File: config.mk
export PLATFORM = sky130hd
export DESIGN_NAME = stepper_ramp_step_generator_flat
export DESIGN_NICKNAME = d
export VERILOG_FILES = /design/src/ssrg_pkg.sv /design/src/ssrg_req_if.sv /design/src/ssrg_rsp_if.sv /design/src/ssrg_csr_if.sv /design/src/stepper_ramp_step_generator.sv /design/src/ssrg_div.sv /design/src/flat_wrapper.sv
export SDC_FILE = /design/constraint.sdc
export NUM_CORES = 1
export LEC_CHECK = 0
export BUFFER_PORTS_ARGS = -buffer_cell sky130_fd_sc_hd__buf_2
export CORE_ASPECT_RATIO = 1.1
export CORE_MARGIN = 5
export CORE_UTILIZATION = 50
export DETAILED_ROUTE_END_ITERATION = 16
export HOLD_SLACK_MARGIN = 0.15
export PLACE_DENSITY = 0.67
export SYNTH_ARGS = -nofsm -noshare
export SYNTH_HDL_FRONTEND = slang
export SYNTH_SLANG_ARGS = --single-unit
File: constraint.sdc
create_clock -name clock -period 32.4 [get_ports clock]
set_input_delay 6.48 -clock clock [delete_from_list [all_inputs] [get_ports clock]]
set_output_delay 6.48 -clock clock [all_outputs]
set_load 0.02 [all_outputs]
File: src/ssrg_pkg.sv
// ----------------------------------------------------------------------------
// Stepper ramp generator package
// Shared widths, operation and register codes, and reset values.
// ----------------------------------------------------------------------------
`default_nettype none

package ssrg_pkg;

   // Width of the pending, position and target counters.
   localparam int COUNT_WIDTH = 32;

   // Field widths of the channels.
   localparam int OP_WIDTH        = 2;
   localparam int AMOUNT_WIDTH    = 32;
   localparam int OUT_COUNT_WIDTH = 32;
   localparam int SPEED_WIDTH     = 16;
   localparam int LIMIT_WIDTH     = 15;
   localparam int NUMER_WIDTH     = 24;
   localparam int RELOAD_WIDTH    = 16;
   localparam int CSR_INDEX_WIDTH = 3;
   localparam int CSR_DATA_WIDTH  = 24;

   // Reset values of the configuration registers and of the reload.
   localparam logic [LIMIT_WIDTH-1:0]  LIMIT_RESET   = LIMIT_WIDTH'(2000);
   localparam logic [NUMER_WIDTH-1:0]  NUMER_RESET   = NUMER_WIDTH'(200000);
   localparam logic [RELOAD_WIDTH-1:0] CEILING_RESET = RELOAD_WIDTH'(65535);
   localparam logic [RELOAD_WIDTH-1:0] RELOAD_RESET  = RELOAD_WIDTH'(65535);

   // Operation codes of an input transaction.
   typedef enum logic [OP_WIDTH-1:0] {
      OP_STEP  = 2'd0,
      OP_ADD   = 2'd1,
      OP_TRACK = 2'd2,
      OP_CLEAR = 2'd3
   } op_type;

   // Configuration register indexes.
   typedef enum logic [CSR_INDEX_WIDTH-1:0] {
      CSR_HOLD_ENABLE  = 3'd0,
      CSR_TRACK_ENABLE = 3'd1,
      CSR_SPEED_LIMIT  = 3'd2,
      CSR_NUMERATOR    = 3'd3,
      CSR_CEILING      = 3'd4
   } csr_index_type;

endpackage

`default_nettype wire

File: src/ssrg_req_if.sv
// ----------------------------------------------------------------------------
// Request channel
// Valid/ready channel carrying one ramp command per transaction.
// ----------------------------------------------------------------------------
`default_nettype none

interface ssrg_req_if;
   logic                                     valid;
   logic                                     ready;
   logic [ssrg_pkg::OP_WIDTH-1:0]            op;
   logic signed [ssrg_pkg::AMOUNT_WIDTH-1:0] add_amount;

   modport source (output valid, output op, output add_amount, input ready);
   modport sink   (input valid, input op, input add_amount, output ready);
endinterface

`default_nettype wire

File: src/ssrg_rsp_if.sv
// ----------------------------------------------------------------------------
// Response channel
// Valid/ready channel carrying the axis status after each command.
// ----------------------------------------------------------------------------
`default_nettype none

interface ssrg_rsp_if;
   logic                                        valid;
   logic                                        ready;
   logic                                        step_pulse;
   logic                                        dir_forward;
   logic [ssrg_pkg::RELOAD_WIDTH-1:0]           reload_value;
   logic signed [ssrg_pkg::OUT_COUNT_WIDTH-1:0] position_now;
   logic signed [ssrg_pkg::OUT_COUNT_WIDTH-1:0] pending_steps;
   logic signed [ssrg_pkg::SPEED_WIDTH-1:0]     speed_now;
   logic signed [ssrg_pkg::OUT_COUNT_WIDTH-1:0] target_now;

   modport source (output valid, output step_pulse, output dir_forward, output reload_value,
                   output position_now, output pending_steps, output speed_now,
                   output target_now, input ready);
   modport sink   (input valid, input step_pulse, input dir_forward, input reload_value,
                   input position_now, input pending_steps, input speed_now,
                   input target_now, output ready);
endinterface

`default_nettype wire

File: src/ssrg_csr_if.sv
// ----------------------------------------------------------------------------
// Configuration write channel
// Valid/ready channel carrying a register index and write data.
// ----------------------------------------------------------------------------
`default_nettype none

interface ssrg_csr_if;
   logic                                   valid;
   logic                                   ready;
   logic [ssrg_pkg::CSR_INDEX_WIDTH-1:0]   index;
   logic [ssrg_pkg::CSR_DATA_WIDTH-1:0]    data;

   modport source (output valid, output index, output data, input ready);
   modport sink   (input valid, input index, input data, output ready);
endinterface

`default_nettype wire

File: src/stepper_ramp_step_generator.sv
// ----------------------------------------------------------------------------
// Stepper ramp step generator
// Single-axis linear ramp: pending queue, ramp speed, position and reload.
// ----------------------------------------------------------------------------
// Usage:
//   req carries one command per transaction: step tick, add steps, track tick
//   or state clear. Add, track and step act only while hold_enable is set.
//   rsp returns exactly one status transaction per command, reporting the
//   state after it. csr writes the five configuration registers; writing
//   hold_enable also clears the axis state. csr is always ready and must be
//   used only while the block is idle.
//   Order: most commands pass from S_IDLE through S_REPORT into the status
//   register. A step tick that issues a step first runs the bit-serial
//   divider in S_DIV, one quotient bit per cycle over the 24-bit numerator, and
//   then reports through S_REPORT as well.
//   A new command is taken only in S_IDLE, so the block is through with
//   the last command before it takes another.
//   A new command is taken while a finished status waits, once the status
//   register is free at that edge; a stalled receiver holds rsp unchanged
//   and req stays not ready until rsp is taken.
//   Reset (synchronous, active high) loads the register defaults and clears
//   the counters, speed and direction; reload starts at 65535.
// ----------------------------------------------------------------------------
`default_nettype none

module stepper_ramp_step_generator (
   input wire logic clock,
   input wire logic reset,
   ssrg_req_if.sink   req_if,
   ssrg_rsp_if.source rsp_if,
   ssrg_csr_if.sink   csr_if
);

   localparam int CW = ssrg_pkg::COUNT_WIDTH;
   localparam int SW = ssrg_pkg::SPEED_WIDTH;
   localparam int LW = ssrg_pkg::LIMIT_WIDTH;
   localparam int RW = ssrg_pkg::RELOAD_WIDTH;
   localparam int NW = ssrg_pkg::NUMER_WIDTH;
   localparam int OW = ssrg_pkg::OUT_COUNT_WIDTH;

   typedef enum logic [1:0] {
      S_IDLE,
      S_DIV,
      S_REPORT
   } state_type;

   state_type            state_ff, state_in;

   // Configuration registers.
   logic                 hold_ff,    hold_in;
   logic                 track_ff,   track_in;
   logic [LW-1:0]        limit_ff,   limit_in;
   logic [NW-1:0]        numer_ff,   numer_in;
   logic [RW-1:0]        ceiling_ff, ceiling_in;

   // Axis state.
   logic [CW-1:0]        pending_ff, pending_in;
   logic [CW-1:0]        position_ff, position_in;
   logic [CW-1:0]        target_ff,  target_in;
   logic signed [SW-1:0] speed_ff,   speed_in;
   logic                 dir_ff,     dir_in;
   logic [RW-1:0]        reload_ff,  reload_in;
   logic                 pulse_ff,   pulse_in;

   // Response register.
   logic                 rsp_valid_ff,    rsp_valid_in;
   logic                 rsp_pulse_ff,    rsp_pulse_in;
   logic                 rsp_dir_ff,      rsp_dir_in;
   logic [RW-1:0]        rsp_reload_ff,   rsp_reload_in;
   logic [OW-1:0]        rsp_position_ff, rsp_position_in;
   logic [OW-1:0]        rsp_pending_ff,  rsp_pending_in;
   logic [SW-1:0]        rsp_speed_ff,    rsp_speed_in;
   logic [OW-1:0]        rsp_target_ff,   rsp_target_in;

   // Ramp datapath.
   logic                 accept;
   logic [CW-1:0]        amount_ext;
   logic signed [CW-1:0] queue;
   logic signed [CW-1:0] speed_ext;
   logic signed [SW:0]   sp_cur;
   logic signed [SW:0]   sp_step;
   logic signed [SW:0]   sp_lim;
   logic signed [SW:0]   sp_new;
   logic [SW:0]          sp_mag;

   // Divider hookup.
   logic                 div_start;
   logic                 div_done;
   logic [NW-1:0]        div_quotient;

   ssrg_div u_div (
      .clock    (clock),
      .reset    (reset),
      .start    (div_start),
      .dividend (numer_ff),
      .divisor  (sp_mag[LW-1:0]),
      .done     (div_done),
      .quotient (div_quotient)
   );

   assign req_if.ready = (state_ff == S_IDLE) && (!rsp_valid_ff || rsp_if.ready);
   assign accept       = req_if.valid && req_if.ready;
   assign csr_if.ready = 1'b1;

   // Speed ramp: one unit toward a nonempty queue, else zero -1..1; then clamp.
   always_comb begin
      queue      = $signed(pending_ff);
      speed_ext  = CW'(speed_ff);
      sp_cur     = (SW+1)'(speed_ff);
      sp_lim     = $signed({2'b00, limit_ff});
      amount_ext = CW'(req_if.add_amount);

      if (queue == '0) begin
         sp_step = (sp_cur >= -(SW+1)'(1) && sp_cur <= (SW+1)'(1)) ? '0 : sp_cur;
      end else if (queue > CW'(0)) begin
         sp_step = (speed_ext >= queue) ? sp_cur - (SW+1)'(1) : sp_cur + (SW+1)'(1);
      end else begin
         sp_step = (queue >= speed_ext) ? sp_cur + (SW+1)'(1) : sp_cur - (SW+1)'(1);
      end

      if (sp_step > sp_lim) begin
         sp_new = sp_lim;
      end else if (sp_step < -sp_lim) begin
         sp_new = -sp_lim;
      end else begin
         sp_new = sp_step;
      end

      sp_mag = (sp_new < (SW+1)'(0)) ? $unsigned(-sp_new) : $unsigned(sp_new);
   end

   // Next-state logic for configuration, axis state and the response.
   always_comb begin
      state_in        = state_ff;
      hold_in         = hold_ff;
      track_in        = track_ff;
      limit_in        = limit_ff;
      numer_in        = numer_ff;
      ceiling_in      = ceiling_ff;
      pending_in      = pending_ff;
      position_in     = position_ff;
      target_in       = target_ff;
      speed_in        = speed_ff;
      dir_in          = dir_ff;
      reload_in       = reload_ff;
      pulse_in        = pulse_ff;
      div_start       = 1'b0;
      rsp_valid_in    = rsp_valid_ff;
      rsp_pulse_in    = rsp_pulse_ff;
      rsp_dir_in      = rsp_dir_ff;
      rsp_reload_in   = rsp_reload_ff;
      rsp_position_in = rsp_position_ff;
      rsp_pending_in  = rsp_pending_ff;
      rsp_speed_in    = rsp_speed_ff;
      rsp_target_in   = rsp_target_ff;

      // Status leaves the response register.
      if (rsp_valid_ff && rsp_if.ready) begin
         rsp_valid_in = 1'b0;
      end

      // Configuration writes; hold_enable also clears the axis state.
      if (csr_if.valid) begin
         case (csr_if.index)
            ssrg_pkg::CSR_HOLD_ENABLE: begin
               hold_in     = csr_if.data[0];
               pending_in  = '0;
               position_in = '0;
               target_in   = '0;
               speed_in    = '0;
               dir_in      = 1'b0;
               reload_in   = ssrg_pkg::RELOAD_RESET;
            end
            ssrg_pkg::CSR_TRACK_ENABLE: track_in   = csr_if.data[0];
            ssrg_pkg::CSR_SPEED_LIMIT:  limit_in   = csr_if.data[LW-1:0];
            ssrg_pkg::CSR_NUMERATOR:    numer_in   = csr_if.data[NW-1:0];
            ssrg_pkg::CSR_CEILING:      ceiling_in = csr_if.data[RW-1:0];
            default: ;
         endcase
      end

      unique case (state_ff)
         S_IDLE: begin
            if (accept) begin
               state_in = S_REPORT;
               pulse_in = 1'b0;
               unique case (ssrg_pkg::op_type'(req_if.op))
                  ssrg_pkg::OP_CLEAR: begin
                     pending_in  = '0;
                     position_in = '0;
                     target_in   = '0;
                     speed_in    = '0;
                     dir_in      = 1'b0;
                     reload_in   = ssrg_pkg::RELOAD_RESET;
                  end
                  ssrg_pkg::OP_ADD: begin
                     if (hold_ff) begin
                        target_in  = target_ff + amount_ext;
                        pending_in = pending_ff + amount_ext;
                     end
                  end
                  ssrg_pkg::OP_TRACK: begin
                     if (hold_ff && track_ff) begin
                        target_in  = target_ff + CW'(1);
                        pending_in = pending_ff + CW'(1);
                     end
                  end
                  ssrg_pkg::OP_STEP: begin
                     if (hold_ff) begin
                        speed_in = sp_new[SW-1:0];
                        if (sp_new == '0) begin
                           reload_in = ceiling_ff;
                        end else begin
                           // Issue the step now; the reload follows the divide.
                           pulse_in  = 1'b1;
                           div_start = 1'b1;
                           state_in  = S_DIV;
                           if (sp_new > (SW+1)'(0)) begin
                              dir_in      = 1'b1;
                              pending_in  = pending_ff - CW'(1);
                              position_in = position_ff + CW'(1);
                           end else begin
                              dir_in      = 1'b0;
                              pending_in  = pending_ff + CW'(1);
                              position_in = position_ff - CW'(1);
                           end
                        end
                     end
                  end
               endcase
            end
         end
         S_DIV: begin
            // Saturate the quotient at the ceiling.
            if (div_done) begin
               reload_in = (div_quotient > NW'(ceiling_ff)) ? ceiling_ff
                                                           : div_quotient[RW-1:0];
               state_in  = S_REPORT;
            end
         end
         S_REPORT: begin
            rsp_valid_in    = 1'b1;
            rsp_pulse_in    = pulse_ff;
            rsp_dir_in      = dir_ff;
            rsp_reload_in   = reload_ff;
            rsp_position_in = OW'(position_ff);
            rsp_pending_in  = OW'(pending_ff);
            rsp_speed_in    = speed_ff;
            rsp_target_in   = OW'(target_ff);
            state_in        = S_IDLE;
         end
         default: state_in = S_IDLE;
      endcase
   end

   // State, configuration and response registers.
   always_ff @(posedge clock) begin
      if (reset) begin
         state_ff     <= S_IDLE;
         hold_ff      <= 1'b0;
         track_ff     <= 1'b0;
         limit_ff     <= ssrg_pkg::LIMIT_RESET;
         numer_ff     <= ssrg_pkg::NUMER_RESET;
         ceiling_ff   <= ssrg_pkg::CEILING_RESET;
         pending_ff   <= '0;
         position_ff  <= '0;
         target_ff    <= '0;
         speed_ff     <= '0;
         dir_ff       <= 1'b0;
         reload_ff    <= ssrg_pkg::RELOAD_RESET;
         pulse_ff     <= 1'b0;
         rsp_valid_ff <= 1'b0;
      end else begin
         state_ff     <= state_in;
         hold_ff      <= hold_in;
         track_ff     <= track_in;
         limit_ff     <= limit_in;
         numer_ff     <= numer_in;
         ceiling_ff   <= ceiling_in;
         pending_ff   <= pending_in;
         position_ff  <= position_in;
         target_ff    <= target_in;
         speed_ff     <= speed_in;
         dir_ff       <= dir_in;
         reload_ff    <= reload_in;
         pulse_ff     <= pulse_in;
         rsp_valid_ff <= rsp_valid_in;
      end
      rsp_pulse_ff    <= rsp_pulse_in;
      rsp_dir_ff      <= rsp_dir_in;
      rsp_reload_ff   <= rsp_reload_in;
      rsp_position_ff <= rsp_position_in;
      rsp_pending_ff  <= rsp_pending_in;
      rsp_speed_ff    <= rsp_speed_in;
      rsp_target_ff   <= rsp_target_in;
   end

   assign rsp_if.valid         = rsp_valid_ff;
   assign rsp_if.step_pulse    = rsp_pulse_ff;
   assign rsp_if.dir_forward   = rsp_dir_ff;
   assign rsp_if.reload_value  = rsp_reload_ff;
   assign rsp_if.position_now  = $signed(rsp_position_ff);
   assign rsp_if.pending_steps = $signed(rsp_pending_ff);
   assign rsp_if.speed_now     = $signed(rsp_speed_ff);
   assign rsp_if.target_now    = $signed(rsp_target_ff);

endmodule

`default_nettype wire

File: src/ssrg_div.sv
// ----------------------------------------------------------------------------
// Bit-serial divider
// Restoring division of the reload numerator by the speed magnitude, one
// quotient bit per cycle.
// ----------------------------------------------------------------------------
`default_nettype none

module ssrg_div (
   input  wire logic                               clock,
   input  wire logic                               reset,
   input  wire logic                               start,
   input  wire logic [ssrg_pkg::NUMER_WIDTH-1:0]   dividend,
   input  wire logic [ssrg_pkg::LIMIT_WIDTH-1:0]   divisor,
   output      logic                               done,
   output      logic [ssrg_pkg::NUMER_WIDTH-1:0]   quotient
);

   localparam int STEPS     = ssrg_pkg::NUMER_WIDTH;
   localparam int CNT_WIDTH = $clog2(STEPS);
   localparam int REM_WIDTH = ssrg_pkg::LIMIT_WIDTH + 1;

   logic                                 busy_ff,  busy_in;
   logic                                 done_ff,  done_in;
   logic [CNT_WIDTH-1:0]                 count_ff, count_in;
   logic [ssrg_pkg::LIMIT_WIDTH-1:0]     rem_ff,   rem_in;
   logic [ssrg_pkg::LIMIT_WIDTH-1:0]     dsor_ff,  dsor_in;
   logic [ssrg_pkg::NUMER_WIDTH-1:0]     quo_ff,   quo_in;
   logic [REM_WIDTH-1:0]                 rem_shift;
   logic [REM_WIDTH-1:0]                 rem_diff;
   logic                                 fits;

   // One restoring step: bring down the next dividend bit and try a subtract.
   always_comb begin
      rem_shift = {rem_ff, quo_ff[ssrg_pkg::NUMER_WIDTH-1]};
      rem_diff  = rem_shift - {1'b0, dsor_ff};
      fits      = rem_shift >= {1'b0, dsor_ff};

      busy_in  = busy_ff;
      done_in  = 1'b0;
      count_in = count_ff;
      rem_in   = rem_ff;
      dsor_in  = dsor_ff;
      quo_in   = quo_ff;

      if (start) begin
         busy_in  = 1'b1;
         count_in = '0;
         rem_in   = '0;
         dsor_in  = divisor;
         quo_in   = dividend;
      end else if (busy_ff) begin
         rem_in   = fits ? rem_diff[ssrg_pkg::LIMIT_WIDTH-1:0]
                         : rem_shift[ssrg_pkg::LIMIT_WIDTH-1:0];
         quo_in   = {quo_ff[ssrg_pkg::NUMER_WIDTH-2:0], fits};
         count_in = count_ff + CNT_WIDTH'(1);
         if (count_ff == CNT_WIDTH'(STEPS - 1)) begin
            busy_in = 1'b0;
            done_in = 1'b1;
         end
      end
   end

   // Control state is reset; the datapath registers are not.
   always_ff @(posedge clock) begin
      if (reset) begin
         busy_ff <= 1'b0;
         done_ff <= 1'b0;
      end else begin
         busy_ff <= busy_in;
         done_ff <= done_in;
      end
      count_ff <= count_in;
      rem_ff   <= rem_in;
      dsor_ff  <= dsor_in;
      quo_ff   <= quo_in;
   end

   assign done     = done_ff;
   assign quotient = quo_ff;

endmodule

`default_nettype wire

File: src/flat_wrapper.sv
// flat-port wrapper written by rule: the top's interface ports become plain ports
module stepper_ramp_step_generator_flat 
  (clock, reset, req_if_valid, req_if_op, req_if_add_amount, req_if_ready, rsp_if_valid, rsp_if_step_pulse, rsp_if_dir_forward, rsp_if_reload_value, rsp_if_position_now, rsp_if_pending_steps, rsp_if_speed_now, rsp_if_target_now, rsp_if_ready, csr_if_valid, csr_if_index, csr_if_data, csr_if_ready);
  ssrg_req_if req_if_i ();
  ssrg_rsp_if rsp_if_i ();
  ssrg_csr_if csr_if_i ();
  input wire logic clock;
  input wire logic reset;
  input wire logic [$bits(req_if_i.valid)-1:0] req_if_valid;
  input wire logic [$bits(req_if_i.op)-1:0] req_if_op;
  input wire logic [$bits(req_if_i.add_amount)-1:0] req_if_add_amount;
  output wire logic [$bits(req_if_i.ready)-1:0] req_if_ready;
  output wire logic [$bits(rsp_if_i.valid)-1:0] rsp_if_valid;
  output wire logic [$bits(rsp_if_i.step_pulse)-1:0] rsp_if_step_pulse;
  output wire logic [$bits(rsp_if_i.dir_forward)-1:0] rsp_if_dir_forward;
  output wire logic [$bits(rsp_if_i.reload_value)-1:0] rsp_if_reload_value;
  output wire logic [$bits(rsp_if_i.position_now)-1:0] rsp_if_position_now;
  output wire logic [$bits(rsp_if_i.pending_steps)-1:0] rsp_if_pending_steps;
  output wire logic [$bits(rsp_if_i.speed_now)-1:0] rsp_if_speed_now;
  output wire logic [$bits(rsp_if_i.target_now)-1:0] rsp_if_target_now;
  input wire logic [$bits(rsp_if_i.ready)-1:0] rsp_if_ready;
  input wire logic [$bits(csr_if_i.valid)-1:0] csr_if_valid;
  input wire logic [$bits(csr_if_i.index)-1:0] csr_if_index;
  input wire logic [$bits(csr_if_i.data)-1:0] csr_if_data;
  output wire logic [$bits(csr_if_i.ready)-1:0] csr_if_ready;
  assign req_if_i.valid = req_if_valid;
  assign req_if_i.op = req_if_op;
  assign req_if_i.add_amount = req_if_add_amount;
  assign req_if_ready = req_if_i.ready;
  assign rsp_if_valid = rsp_if_i.valid;
  assign rsp_if_step_pulse = rsp_if_i.step_pulse;
  assign rsp_if_dir_forward = rsp_if_i.dir_forward;
  assign rsp_if_reload_value = rsp_if_i.reload_value;
  assign rsp_if_position_now = rsp_if_i.position_now;
  assign rsp_if_pending_steps = rsp_if_i.pending_steps;
  assign rsp_if_speed_now = rsp_if_i.speed_now;
  assign rsp_if_target_now = rsp_if_i.target_now;
  assign rsp_if_i.ready = rsp_if_ready;
  assign csr_if_i.valid = csr_if_valid;
  assign csr_if_i.index = csr_if_index;
  assign csr_if_i.data = csr_if_data;
  assign csr_if_ready = csr_if_i.ready;
  stepper_ramp_step_generator u_core (.clock(clock), .reset(reset), .req_if(req_if_i), .rsp_if(rsp_if_i), .csr_if(csr_if_i));
endmodule
==> metrics.md <==
| Metric | Value |
|---|---|
| Die width | `233.2 um` |
| Max-cap violations | `0` |
| Remaining DRCs | `0` |
| Routed WL per cell | `22.09 um` |
| Final Hold Viols | `0` |
| Cell variety after synth | `98` |
| Predominant post-synthesis flop cell | `dfxtp_1` |
| Largest net degree at the start of global routing | `128` |
| Sequential area share after synthesis | `about a third` |
| Syn. warnings | `0` |
| All-Layer GR Usage | `about 30%` |
| Core area | `54,610 um^2` |
| Synth Area in XOR/XNOR | `4.315%` |
| Routed Antenna Nets | `0` |
| Initial Util | `50.17%` |
| Fin crit period | `~14 ns` |
| Status | `finished, final reports clean` |
| Crit path cell chain | `buf_2, inv_1, a21oi_1, buf_2` |
| Worst slew margin | `17.27%` |
| CTS HTree Levels | `2` |
| Placed Instances | `4,169` |
| GRT overflow | `0` |
| Setup TNS | `0 ns` |
| Syn_area_per_cell | `~8.0 um^2` |
| Simple-gate area share of the yosys netlist | `between 20% and 30%` |
| Port buffer count | `197` |
| Area Growth Syn to Fin | `10.52%` |
| Synth cell count leaders | `nand2_1 (419), a21oi_1 (348), nor2_1 (294)` |
| Clock network fraction of total power | `33.8%` |
| Final slew viol count | `0` |
| Power Dens Cells | `51.11 nW/um^2` |
| Reg power frac | `35.3%` |
| Yosys top cell by area | `edfxtp_1` |
| Pre-Repair DR Iteration Count | `9` |
| Die ar. | `59,580 um^2` |
| CP arrival | `7.37 ns` |
| Top-count cell post-synth | `nand2_1` |
| Clk_lat worst skew | `0.61 ns` |
| Number of gates resized after cts | `0` |
| CTS tree | `done` |
| Synthesized instance count | `3,414` |
| CTS Buf Count | `44` |
| Total routed wirelength | `approximately 94 mm` |
| Syn Std Cell Area | `27,400 um^2` |
| Yosys reg bits | `381` |
| Vias in the first global route | `25,760` |
| Worst Skew | `0.03760 ns` |
| Hold Buf Count CTS | `0` |
| Setup-failing EPs final | `0` |
| Ratio of cells with drive above 1 in the final layout | `10.73%` |
| Clock Pin Slew Worst Setup and Hold Paths | `0.06 ns` |
| Cell Rows | `90` |
| Fraction of registers with async set/reset | `0%` |
| Initial antenna violation count | `0` |
| CTS max path bufs | `3` |
| Crit start category | `primary input` |
| Chip Height | `255.5 um` |
| Final period utilization | `approximately 43%` |
| HPWL Detailed | `66.93 mm` |
| NumNets Final | `3,739` |
| Synth Area in Adders | `8.941%` |
| Unrepaired setup endpoints after global routing | `no` |
| Initial DRC Count | `about 2,700` |
| Clock sinks | `381` |
| Switch Pwr | `around 550 uW` |
| CP most frequent cell | `buf_2` |
| Critical path fanouts, max | `6` |
| Pint | `993.7 uW` |
| Combinational group share of total power | `between 30% and 40%` |
| Number of flops mapped to enable cells by yosys | `169` |
| CP required | `25.92 ns` |
| Synth Area in Compound Gates | `roughly 24%` |
| Maximum VDD drop | `0.03865 mV` |
| Post-CTS setup buffers | `0` |
| Worst hold-check path type | `reg2reg` |
| Largest family of logic cells by synthesized area | `compound AO/OA/AOI/OAI gates` |
| Mux cell area share after synthesis | `1.078%` |
| Top-area cell type share of the netlist area | `18.52%` |
| Top post-synthesis cells by area | `edfxtp_1 (19%), dfxtp_1 (15%), ha_1 (8.7%)` |
| Static Leakage | `0.01233 uW` |
| RD Place Congestion | `0.9488` |
| Syn Nets | `3,674` |
| Total number of vias | `27,150` |
| Root Driver | `clkbuf_16` |
| Non-filler instance count after layout | `4,251` |
| Slowest CP cell | `a21oi_1` |
| First-pass GRT wire length | `144.4 mm` |
| Worst Setup Path Type | `in2out` |
| Switch share | `~36%` |
| Worst-Margin Slew | `1.225 ns` |
| Vias/cell | `roughly 6.4` |
| I/O Pins | `between 150 and 200` |
| F_max | `72.18 MHz` |
| Worst Setup End Kind | `output port` |
| Antenna diodes | `0` |
| Slowest stage delay, CP | `0.50 ns` |
layout make-up:
type	count	area (um^2)
sequential	381	9320
inverter	142	535.5
timing repair buffer	238	1300
tap	736	920.9
clock buffer	48	1169
multi-input combinational	2672	16690
fill	5097	24330
clock inverter	34	350.3
cell families after synthesis:
kind of cell    count (synthesis)
buf+inv                       361
compound gates               1036
flops                         381
other cells                     1
simple gates                 1277
fa+ha+maj                     194
mux                            29
xor+xnor                      135
path summary, 6_finish.rpt:
kind / from / end / slack [ns] / depth (start not counted)
min reg2reg: u_core.reload_ff[9] / u_core.rsp_if.reload_value[9] / 0.43 / 0
min: u_core.reload_ff[9] / u_core.rsp_if.reload_value[9] / 0.43 / 0
max: rsp_if_ready / req_if_ready / 18.55 / 4
max reg2reg: u_core.speed_ff[15] / u_core.position_ff[28] / 19.98 / 39
stage by stage:
stage	hold slack, ns	util [%]	setup slack (ns)	power [uW]	cell area (um^2)
6_report	0.4323	55.45	18.55	1548	30280
5_1_grt	0.4486	55.45	18.53	1620	30280
4_1_cts	0.4350	55.45	18.61	1549	30280
3_5_place_dp	0.4196	52.66	18.61	1023	28760
3_3_place_gp	0.4305	52.66	18.68	1015	28760
2_1_floorplan	0.4064	-	18.87	899.2	27400
state kept, by name (all words and copies together) (netlist names), 2 cells and up:
signal	flops
u_core.pending_ff	32
u_core.position_ff	32
u_core.rsp_if.pending_steps	32
u_core.rsp_if.position_now	32
u_core.rsp_if.target_now	32
u_core.target_ff	32
u_core.numer_ff	24
u_core.u_div.quotient	24
u_core.ceiling_ff	16
u_core.reload_ff	16
u_core.rsp_if.reload_value	16
u_core.rsp_if.speed_now	16
u_core.speed_ff	16
u_core.limit_ff	15
u_core.u_div.dsor_ff	15
u_core.u_div.rem_ff	15
u_core.u_div.count_ff	5
u_core.state_ff	2
power groups by stage:
stage	registers, uW	logic [uW]	clock network, uW
after floorplan	561	338	0
after global routing	549	518	553
final	547	478	523
after detailed placement	557	466	0
after global placement	556	459	0
after CTS	547	470	532
cell usage in the layout (no fill, tap or decap), drive strengths merged, types with 42 or more instances in the layout:
cell type,count
clkbuf,48
edfxtp,169
dfxtp,212
nand2,419
and3,61
nand3,97
ha,191
a21oi,352
a21o,53
nor3,135
nor2,296
o21ai,218
xor2,42
xnor2,93
inv,148
a22oi,54
buf,238
or3,60
o211ai,70
critical path, delay by kind of cell:
kind | cells | cell delay [ns]
AO/OA/AOI/OAI | 1 | 0.50
buffers and inverters | 3 | 0.40
routing by layer:
layer / vias to the layer above / routed length, um / global-route usage [%]
met4: 0 / 4810 / 14.15
met1: 13000 / 38200 / 37.99
li1: 12710 / - / -
met3: 258 / 6265 / 4.038
met5: - / 0 / 0
met2: 1177 / 44610 / 50.38
No activity file was read; power rests on OpenSTA's default activity.
